**src/rtl/rraps_pkg.sv**
```systemverilog
package rraps_pkg;

    localparam int MAX_DIM = 4096;
    localparam int SUBSAMPLES_PER_AXIS = 4;

    localparam int CFG_IDX_W = 3;
    localparam int CFG_DATA_W = 32;

    localparam int DIM_W = 13;
    localparam int POS_W = 12;
    localparam int SCR_W = 17;
    localparam int COLOR_W = 32;
    localparam int DELTA_W = 14;
    localparam int SQ_W = 2 * DELTA_W;
    localparam int LIM_W = 30;
    localparam int COUNT_W = 5;

    localparam logic [DIM_W-1:0] DIM_CAP = DIM_W'(MAX_DIM);

    typedef enum logic [CFG_IDX_W-1:0] {
        CFG_ORIGIN_X      = 3'd0,
        CFG_ORIGIN_Y      = 3'd1,
        CFG_RECT_WIDTH    = 3'd2,
        CFG_RECT_HEIGHT   = 3'd3,
        CFG_CORNER_RADIUS = 3'd4,
        CFG_FILL_COLOR    = 3'd5
    } t_cfg_idx;

    typedef logic [SQ_W-1:0] t_sq_row [SUBSAMPLES_PER_AXIS];

    function automatic logic [7:0] coverage_of(input logic [COUNT_W-1:0] n);
        logic [7:0] cov;
        case (n)
            5'd0:  cov = 8'd0;
            5'd1:  cov = 8'd16;
            5'd2:  cov = 8'd32;
            5'd3:  cov = 8'd48;
            5'd4:  cov = 8'd64;
            5'd5:  cov = 8'd80;
            5'd6:  cov = 8'd96;
            5'd7:  cov = 8'd112;
            5'd8:  cov = 8'd128;
            5'd9:  cov = 8'd143;
            5'd10: cov = 8'd159;
            5'd11: cov = 8'd175;
            5'd12: cov = 8'd191;
            5'd13: cov = 8'd207;
            5'd14: cov = 8'd223;
            5'd15: cov = 8'd239;
            5'd16: cov = 8'd255;
            default: cov = 8'd0;
        endcase
        return cov;
    endfunction

endpackage

```
**src/rtl/rraps_in_if.sv**
```systemverilog
interface rraps_in_if;
    logic        valid;
    logic        ready;
    logic [11:0] pixel_row;
    logic [11:0] pixel_column;

    modport source (output valid, output pixel_row, output pixel_column, input ready);
    modport sink (input valid, input pixel_row, input pixel_column, output ready);
endinterface

```
**src/rtl/rraps_out_if.sv**
```systemverilog
interface rraps_out_if;
    logic               valid;
    logic               ready;
    logic signed [16:0] screen_x;
    logic signed [16:0] screen_y;
    logic [31:0]        rgba;

    modport source (output valid, output screen_x, output screen_y, output rgba,
                    input ready);
    modport sink (input valid, input screen_x, input screen_y, input rgba,
                  output ready);
endinterface

```
**src/rtl/rounded_rect_aa_pixel_shader.sv**
```systemverilog
// Channel   Direction  Handshake      Payload
// i_pix     in         valid / ready  pixel_row, pixel_column
// o_pix     out        valid / ready  screen_x, screen_y, rgba
// i_cfg_*   in         write enable   register index, write data
//
// Six register stages: one item enters every cycle while no stall holds the pipeline; its result leaves from the sixth.
// The depth is set by the sub-sample squarers, the coverage count and the alpha multiply.
// Pixels outside the rectangle, or corner pixels with no covered sample, leave no result and take no slot.
// Each stage holds its item while the next is full, so a stall at the output backs up.
// Reset is synchronous; it resets the configuration and derived registers and clears all stage valid bits.
// Derived size and radius registers are registered from a register write; r_lim is registered from r_rad.
module rounded_rect_aa_pixel_shader (
    input  logic                                i_clk,
    input  logic                                i_rst_n,
    input  logic                                i_cfg_we,
    input  logic [rraps_pkg::CFG_IDX_W-1:0]     i_cfg_index,
    input  logic [rraps_pkg::CFG_DATA_W-1:0]    i_cfg_data,
    rraps_in_if.sink                            i_pix,
    rraps_out_if.source                         o_pix
);
    import rraps_pkg::*;

    logic signed [15:0]   r_origin_x;
    logic signed [15:0]   r_origin_y;
    logic [DIM_W-1:0]     r_rect_width;
    logic [DIM_W-1:0]     r_rect_height;
    logic [POS_W-1:0]     r_corner_radius;
    logic [COLOR_W-1:0]   r_fill_color;

    logic [DIM_W-1:0]     r_w;
    logic [DIM_W-1:0]     r_h;
    logic [POS_W-1:0]     r_rad;
    logic [LIM_W-1:0]     r_lim;
    logic [DIM_W-1:0]     n_w;
    logic [DIM_W-1:0]     n_h;
    logic [POS_W-1:0]     n_rad;
    logic [14:0]          rad_scaled;

    always_ff @(posedge i_clk) begin
        if (!i_rst_n) begin
            r_origin_x      <= '0;
            r_origin_y      <= '0;
            r_rect_width    <= DIM_W'(1);
            r_rect_height   <= DIM_W'(1);
            r_corner_radius <= '0;
            r_fill_color    <= '0;
        end else if (i_cfg_we) begin
            case (t_cfg_idx'(i_cfg_index))
                CFG_ORIGIN_X:      r_origin_x      <= i_cfg_data[15:0];
                CFG_ORIGIN_Y:      r_origin_y      <= i_cfg_data[15:0];
                CFG_RECT_WIDTH:    r_rect_width    <= i_cfg_data[DIM_W-1:0];
                CFG_RECT_HEIGHT:   r_rect_height   <= i_cfg_data[DIM_W-1:0];
                CFG_CORNER_RADIUS: r_corner_radius <= i_cfg_data[POS_W-1:0];
                CFG_FILL_COLOR:    r_fill_color    <= i_cfg_data[COLOR_W-1:0];
                default: ;
            endcase
        end
    end

    always_comb begin
        n_w = (r_rect_width > DIM_CAP) ? DIM_CAP : r_rect_width;
        n_h = (r_rect_height > DIM_CAP) ? DIM_CAP : r_rect_height;
        n_rad = r_corner_radius;
        if (n_rad > n_w[DIM_W-1:1]) begin
            n_rad = n_w[DIM_W-1:1];
        end
        if (n_rad > n_h[DIM_W-1:1]) begin
            n_rad = n_h[DIM_W-1:1];
        end
        rad_scaled = {r_rad, 3'b000};
    end

    always_ff @(posedge i_clk) begin
        if (!i_rst_n) begin
            r_w   <= DIM_W'(1);
            r_h   <= DIM_W'(1);
            r_rad <= '0;
            r_lim <= '0;
        end else begin
            r_w   <= n_w;
            r_h   <= n_h;
            r_rad <= n_rad;
            r_lim <= LIM_W'(rad_scaled) * LIM_W'(rad_scaled);
        end
    end

    logic r_v1, r_v2, r_v3, r_v4, r_v5, r_v6;
    logic rdy1, rdy2, rdy3, rdy4, rdy5, rdy6;

    assign rdy6 = !r_v6 || o_pix.ready;
    assign rdy5 = !r_v5 || rdy6;
    assign rdy4 = !r_v4 || rdy5;
    assign rdy3 = !r_v3 || rdy4;
    assign rdy2 = !r_v2 || rdy3;
    assign rdy1 = !r_v1 || rdy2;
    assign i_pix.ready = rdy1;

    logic [POS_W-1:0] r_row1, r_col1;

    logic [POS_W-1:0]    mrow, mcol;
    logic                in_rect, corner;
    logic [14:0]         dy_full, dx_full;
    logic [SCR_W-1:0]    scr_x, scr_y;

    logic                r_corner2, r_corner3, r_corner4, r_corner5;
    logic [DELTA_W-1:0]  r_dx2, r_dy2;
    logic [SCR_W-1:0]    r_sx2, r_sy2, r_sx3, r_sy3, r_sx4, r_sy4, r_sx5, r_sy5;
    t_sq_row             r_sqx3, r_sqy3;
    t_sq_row             n_sqx, n_sqy;
    logic [COUNT_W-1:0]  r_n4;
    logic [15:0]         hits;
    logic [15:0]         r_prod5;
    logic [15:0]         n_prod;
    logic [7:0]          base;
    logic                keep4;
    logic [16:0]         quot_sum;
    logic [7:0]          alpha;
    logic [SCR_W-1:0]    r_sx6, r_sy6;
    logic [COLOR_W-1:0]  r_color6;

    always_ff @(posedge i_clk) begin
        if (!i_rst_n) begin
            r_v1 <= 1'b0;
        end else if (rdy1) begin
            r_v1 <= i_pix.valid;
        end
    end

    always_ff @(posedge i_clk) begin
        if (rdy1) begin
            r_row1 <= i_pix.pixel_row;
            r_col1 <= i_pix.pixel_column;
        end
    end

    always_comb begin
        in_rect = ({1'b0, r_row1} < r_h) && ({1'b0, r_col1} < r_w);
        mrow = (r_row1 < r_rad) ? r_row1 : POS_W'(r_h - DIM_W'(1) - {1'b0, r_row1});
        mcol = (r_col1 < r_rad) ? r_col1 : POS_W'(r_w - DIM_W'(1) - {1'b0, r_col1});
        corner = (r_rad != '0) && (mrow < r_rad) && (mcol < r_rad);
        dy_full = {r_rad, 3'b000} - {mrow, 3'b000} - 15'd1;
        dx_full = {r_rad, 3'b000} - {mcol, 3'b000} - 15'd1;
        scr_x = SCR_W'(r_origin_x) + SCR_W'(r_col1);
        scr_y = SCR_W'(r_origin_y) + SCR_W'(r_row1);
    end

    always_ff @(posedge i_clk) begin
        if (!i_rst_n) begin
            r_v2 <= 1'b0;
        end else if (rdy2) begin
            r_v2 <= r_v1 && in_rect;
        end
    end

    always_ff @(posedge i_clk) begin
        if (rdy2) begin
            r_corner2 <= corner;
            r_dx2     <= dx_full[DELTA_W-1:0];
            r_dy2     <= dy_full[DELTA_W-1:0];
            r_sx2     <= scr_x;
            r_sy2     <= scr_y;
        end
    end

    always_comb begin
        for (int s = 0; s < SUBSAMPLES_PER_AXIS; s++) begin
            logic [DELTA_W-1:0] dxs, dys;
            dxs = r_dx2 - DELTA_W'(2 * s);
            dys = r_dy2 - DELTA_W'(2 * s);
            n_sqx[s] = dxs * dxs;
            n_sqy[s] = dys * dys;
        end
    end

    always_ff @(posedge i_clk) begin
        if (!i_rst_n) begin
            r_v3 <= 1'b0;
        end else if (rdy3) begin
            r_v3 <= r_v2;
        end
    end

    always_ff @(posedge i_clk) begin
        if (rdy3) begin
            r_corner3 <= r_corner2;
            r_sqx3    <= n_sqx;
            r_sqy3    <= n_sqy;
            r_sx3     <= r_sx2;
            r_sy3     <= r_sy2;
        end
    end

    always_comb begin
        for (int sy = 0; sy < SUBSAMPLES_PER_AXIS; sy++) begin
            for (int sx = 0; sx < SUBSAMPLES_PER_AXIS; sx++) begin
                hits[sy * SUBSAMPLES_PER_AXIS + sx] =
                    (LIM_W'(r_sqx3[sx]) + LIM_W'(r_sqy3[sy])) <= r_lim;
            end
        end
    end

    always_ff @(posedge i_clk) begin
        if (!i_rst_n) begin
            r_v4 <= 1'b0;
        end else if (rdy4) begin
            r_v4 <= r_v3;
        end
    end

    always_ff @(posedge i_clk) begin
        if (rdy4) begin
            r_corner4 <= r_corner3;
            r_n4      <= COUNT_W'($countones(hits));
            r_sx4     <= r_sx3;
            r_sy4     <= r_sy3;
        end
    end

    always_comb begin
        base = (r_fill_color[7:0] == 8'd0) ? 8'd255 : r_fill_color[7:0];
        n_prod = base * coverage_of(r_n4) + 16'd127;
        keep4 = !(r_corner4 && (r_n4 == '0));
    end

    always_ff @(posedge i_clk) begin
        if (!i_rst_n) begin
            r_v5 <= 1'b0;
        end else if (rdy5) begin
            r_v5 <= r_v4 && keep4;
        end
    end

    always_ff @(posedge i_clk) begin
        if (rdy5) begin
            r_corner5 <= r_corner4;
            r_prod5   <= n_prod;
            r_sx5     <= r_sx4;
            r_sy5     <= r_sy4;
        end
    end

    // Division by 255 of a 16-bit value: (x + 1 + x / 256) / 256.
    always_comb begin
        quot_sum = {1'b0, r_prod5} + 17'd1 + 17'(r_prod5[15:8]);
        alpha = quot_sum[15:8];
    end

    always_ff @(posedge i_clk) begin
        if (!i_rst_n) begin
            r_v6 <= 1'b0;
        end else if (rdy6) begin
            r_v6 <= r_v5;
        end
    end

    always_ff @(posedge i_clk) begin
        if (rdy6) begin
            r_sx6    <= r_sx5;
            r_sy6    <= r_sy5;
            r_color6 <= r_corner5 ? {r_fill_color[31:8], alpha} : r_fill_color;
        end
    end

    assign o_pix.valid       = r_v6;
    assign o_pix.screen_x    = r_sx6;
    assign o_pix.screen_y    = r_sy6;
    assign o_pix.rgba        = r_color6;

endmodule

```
**src/flat_wrapper.sv**
```systemverilog
// flat-port wrapper written by rule: the top's interface ports become plain ports
module rounded_rect_aa_pixel_shader_flat import rraps_pkg::*;
  (i_clk, i_rst_n, i_cfg_we, i_cfg_index, i_cfg_data, i_pix_valid, i_pix_pixel_row, i_pix_pixel_column, i_pix_ready, o_pix_valid, o_pix_screen_x, o_pix_screen_y, o_pix_rgba, o_pix_ready);
  rraps_in_if i_pix_i ();
  rraps_out_if o_pix_i ();
  input  logic i_clk;
  input  logic i_rst_n;
  input  logic i_cfg_we;
  input  logic [rraps_pkg::CFG_IDX_W-1:0] i_cfg_index;
  input  logic [rraps_pkg::CFG_DATA_W-1:0] i_cfg_data;
  input wire logic [$bits(i_pix_i.valid)-1:0] i_pix_valid;
  input wire logic [$bits(i_pix_i.pixel_row)-1:0] i_pix_pixel_row;
  input wire logic [$bits(i_pix_i.pixel_column)-1:0] i_pix_pixel_column;
  output wire logic [$bits(i_pix_i.ready)-1:0] i_pix_ready;
  output wire logic [$bits(o_pix_i.valid)-1:0] o_pix_valid;
  output wire logic [$bits(o_pix_i.screen_x)-1:0] o_pix_screen_x;
  output wire logic [$bits(o_pix_i.screen_y)-1:0] o_pix_screen_y;
  output wire logic [$bits(o_pix_i.rgba)-1:0] o_pix_rgba;
  input wire logic [$bits(o_pix_i.ready)-1:0] o_pix_ready;
  assign i_pix_i.valid = i_pix_valid;
  assign i_pix_i.pixel_row = i_pix_pixel_row;
  assign i_pix_i.pixel_column = i_pix_pixel_column;
  assign i_pix_ready = i_pix_i.ready;
  assign o_pix_valid = o_pix_i.valid;
  assign o_pix_screen_x = o_pix_i.screen_x;
  assign o_pix_screen_y = o_pix_i.screen_y;
  assign o_pix_rgba = o_pix_i.rgba;
  assign o_pix_i.ready = o_pix_ready;
  rounded_rect_aa_pixel_shader u_core (.i_clk(i_clk), .i_rst_n(i_rst_n), .i_cfg_we(i_cfg_we), .i_cfg_index(i_cfg_index), .i_cfg_data(i_cfg_data), .i_pix(i_pix_i), .o_pix(o_pix_i));
endmodule
```
**config.mk**
```make
export PLATFORM = sky130hd
export DESIGN_NAME = rounded_rect_aa_pixel_shader_flat
export DESIGN_NICKNAME = d
export VERILOG_FILES = /design/src/rtl/rraps_pkg.sv /design/src/rtl/rraps_in_if.sv /design/src/rtl/rraps_out_if.sv /design/src/rtl/rounded_rect_aa_pixel_shader.sv /design/src/flat_wrapper.sv
export SDC_FILE = /design/constraint.sdc
export NUM_CORES = 2
export LEC_CHECK = 0
export BUFFER_PORTS_ARGS = -buffer_cell sky130_fd_sc_hd__buf_2
export CELL_PAD_IN_SITES_DETAIL_PLACEMENT = 0
export CELL_PAD_IN_SITES_GLOBAL_PLACEMENT = 2
export CORE_MARGIN = 2
export CORE_UTILIZATION = 43
export CTS_CLUSTER_SIZE = 14
export DETAILED_ROUTE_END_ITERATION = 6
export GPL_TIMING_DRIVEN = 0
export PLACE_DENSITY = 0.9
export SLEW_MARGIN = 5
export SYNTH_ARGS = -nofsm -noshare
export SYNTH_HDL_FRONTEND = slang
export SYNTH_SLANG_ARGS = --single-unit
```
**constraint.sdc**
```tcl
create_clock -name i_clk -period 8.5 [get_ports i_clk]
set_input_delay 0.425 -clock i_clk [delete_from_list [all_inputs] [get_ports i_clk]]
set_output_delay 0.425 -clock i_clk [all_outputs]
set_load 0.005 [all_outputs]
```
==> results.tsv <==
metric	value	unit
cts_max_path_buffers	3	
finalHoldViolCount	0	
pre_cts_ws	-1500	ps
rr_startpoint	u_core.r_sqx3[94]	
critPathLaunch	u_core.r_sqx3[94]	
route.detailed.wl_per_inst	22.1	um
report.final.slew_viol_count	17	
synth.net_count	11500	
multi_input_area	63900	um2
seq_area	17400	um2
worst_hold_end	u_core.r_rect_width[12]	
tightest_slew	1590	ps
post-place-cells	11800	
nets	11800	
post_synth_inst_count	8958	
floorplan.die_area	204000	um2
synth.area.top_cells	sky130_fd_sc_hd__ha_1, sky130_fd_sc_hd__fa_1, sky130_fd_sc_hd__edfxtp_1	
grt_max_degree	63	
max_clock_freq	117	MHz
clock_latency	700	ps
critical_path_class	flop to flop	
cap_violations	1	
syn_area	86300	um2
layout.cells.non_filler	12000	
die_height	452	um
floorplan.core_area	200000	um2
yosys_most_used_dff	sky130_fd_sc_hd__edfxtp_1	
synth.yosys.seq_area_share	0.201	
cts_tree	built	
drt_iter0_markers	4668	
clock-root-buffer	sky130_fd_sc_hd__clkbuf_16	
ys_ff_latch	637	
detail_route.drc_violations	0	
fillCellCount	18800	
chipWidth	452	um
synth_largest_type_area_fraction	0.238	
rsz_0062_raised_after_global_routing	yes	
synthToLayoutAreaGrowth	9.41	%
setup_viol_count_final	2	
layout_cells_sized_above_1	0.0513	
fp-row-count	164	
yosys_warnings	0	
antenna_violating_nets_post_route	0	
place_hpwl	220000	um
failed_checks	capacitance limit, slew limit, setup timing	
antenna_violations_before_repair	12	
routed_via_density	5.47	
critical_path_end_type	flop	
numCtsBuffers	73	
worst_relative_slew_slack	-0.0628	
hold_path.class	input port to flop	
synth_edf_count	463	
reg2reg_slack	-70	ps
ys_types	83	
cts_num_sinks	637	
placement.io_buffers	131	
synth_async_sr_flop_share	0	
syn_area_per_cell	9.64	um2
io-pin-count	132	
clk_pin_slew_worst_paths	60	ps
grt_use_total	0.259	
cpMostUsedCell	sky130_fd_sc_hd__fa_1	
post-synth-top-area-cell	sky130_fd_sc_hd__ha_1	
critical-path-slowest-cell	sky130_fd_sc_hd__fa_1	
crit_path_max_fanout	5	
overflow	0	
routed_wirelength	265000	um
timing.critical_path.required	9070	ps
gpl.final_weighted_congestion	0.932	
min_period_over_period	1.01	
initial_utilization	0.432	
skew	34.3	ps
worst-r2r-cell-count	29	
final.setup.worst_slack	-69.1	ps
worst_ep_arrival_time	9140	ps
grt_pass1_wl	402000	um
number_of_global_route_vias_before_repair	65900	
via_count	65500	
outcome	finished with violations	
worstHoldPathCells	3	
first_pass_iters	6	
critical_path.startpoint_type	flop	
worst_min_delay_path_startpoint	i_cfg_data[12]	
cts-htree-levels	3	
worst_path_largest_cell_delay	590	ps
layout_min_cycle_time	8570	ps
[flip-flops by register name, summed over array words and instances (netlist names), 17 cells and up, named ones only]
| register | count |
|---|---|
| u_core.r_sy3 | 17 |
| u_core.o_pix.rgba | 32 |
| u_core.r_sy5 | 17 |
| u_core.r_sx4 | 17 |
| u_core.r_sqy3 | 95 |
| u_core.r_sx5 | 17 |
| u_core.r_lim | 23 |
| u_core.r_sy2 | 17 |
| u_core.o_pix.screen_y | 17 |
| u_core.r_sqx3 | 95 |
| u_core.r_sx3 | 17 |
| u_core.r_sy4 | 17 |
| u_core.o_pix.screen_x | 17 |
| u_core.r_sx2 | 17 |
| u_core.r_fill_color | 32 |
[kinds of logic (layout without fill, tap and decap cells)]
| family | count (synthesis) | count (layout) | synth area share |
|---|---|---|---|
| other cells | 0 | 2 | 0 |
| flops | 637 | 637 | 0.201 |
| compound gates | 1805 | 1805 | 0.133 |
| xor+xnor | 574 | 574 | 0.0582 |
| mux | 70 | 70 | 0.00864 |
| fa+ha+maj | 2466 | 2466 | 0.429 |
| buf+inv | 1481 | 1856 | 0.0644 |
| simple gates | 1925 | 1925 | 0.105 |
[cell usage after synthesis (18+ instances only)]
cell / count
sky130_fd_sc_hd__and2_1: 53
sky130_fd_sc_hd__o21ai_0: 205
sky130_fd_sc_hd__xnor2_1: 395
sky130_fd_sc_hd__edfxtp_1: 463
sky130_fd_sc_hd__nor4_1: 18
sky130_fd_sc_hd__mux2_1: 22
sky130_fd_sc_hd__or2_2: 34
sky130_fd_sc_hd__a21oi_1: 603
sky130_fd_sc_hd__o211ai_1: 36
sky130_fd_sc_hd__o21bai_1: 72
sky130_fd_sc_hd__o21ai_1: 92
sky130_fd_sc_hd__ha_1: 1641
sky130_fd_sc_hd__nand2_1: 567
sky130_fd_sc_hd__a211oi_1: 72
sky130_fd_sc_hd__mux2i_1: 34
sky130_fd_sc_hd__fa_1: 825
sky130_fd_sc_hd__inv_1: 1311
sky130_fd_sc_hd__nand3_1: 92
sky130_fd_sc_hd__nor3_1: 129
sky130_fd_sc_hd__and3_1: 49
sky130_fd_sc_hd__dfxtp_1: 174
sky130_fd_sc_hd__nand2b_1: 79
sky130_fd_sc_hd__nor2_1: 582
sky130_fd_sc_hd__clkbuf_1: 137
sky130_fd_sc_hd__nor2b_1: 128
sky130_fd_sc_hd__or3_1: 24
sky130_fd_sc_hd__a31oi_1: 48
sky130_fd_sc_hd__xor2_1: 179
sky130_fd_sc_hd__a21o_1: 337
sky130_fd_sc_hd__o21a_1: 106
sky130_fd_sc_hd__nand4_1: 93
[per-layer routing]
metal	global-route usage	wire length, um
met1	0.353	120000
met2	0.415	119000
met3	0.0369	15100
met4	0.0991	11500
met5	0	14
[repair_timing]
item                                    CTS  global route
hold buffers                             45             0
hold endpoints to repair                 50             0
pin swaps                                12            46
resized for setup                        54            60
endpoints found under the setup margin   12            19
setup buffers                            30            32
[worst max-delay path: cells and delay by family (launching register included)]
family	cells	cell delay, ps
compound gates	11	2630
xor+xnor	2	330
fa+ha+maj	9	3560
buf+inv	2	410
flops	1	550
simple gates	5	940
[layout make-up]
cell class,instances,share of cell area
clock inverters,44,0.00537
flip-flops and latches,637,0.184
well taps,2656,0.0352
repair buffers,245,0.0189
multi-input cells,6840,0.677
diodes,2,0.0000530
inverters,1327,0.0528
plain buffers,149,0.00599
clock buffers,91,0.0205
[placed cells by master, fill, tap and decap left out, drive strengths merged, types with 48 or more instances in the layout]
cell type	n
nor2b	128
o21ai	297
nand2b	79
and2	53
a211oi	72
o21bai	72
nor2	582
dfxtp	174
xnor2	395
and3	49
a31oi	48
a21oi	604
xor2	179
nand3	92
a21o	337
clkbuf	224
ha	1641
o21a	106
edfxtp	463
nor3	129
nand4	93
fa	825
buf	215
inv	1328
nand2	567
[metrics by stage]
step | TNS, ps | util | hold WS (ps) | instance area (um2)
after floorplan | 0 | - | 400 | 86300
after global placement | -308790 | 0.452 | 401 | 90300
after CTS | -49.8 | 0.470 | 5.72 | 93900
after detailed placement | -8390 | 0.453 | 405 | 90500
after global routing | -1270 | 0.473 | 36.2 | 94400
final | -117 | 0.473 | 44.2 | 94400
[how the worst max path moves through the flow]
stage	depth (start not counted)	end	slack, ps
after detailed placement	36	flop	-1500
final	29	flop	-70
after CTS	39	flop	-50
after global routing	39	flop	-300
after global placement	36	flop	-1400
after floorplan	36	flop	860
Power is left out: the tool's default activity adds up to more than one toggle a clock period on the data nets, which glitch-free logic cannot reach.
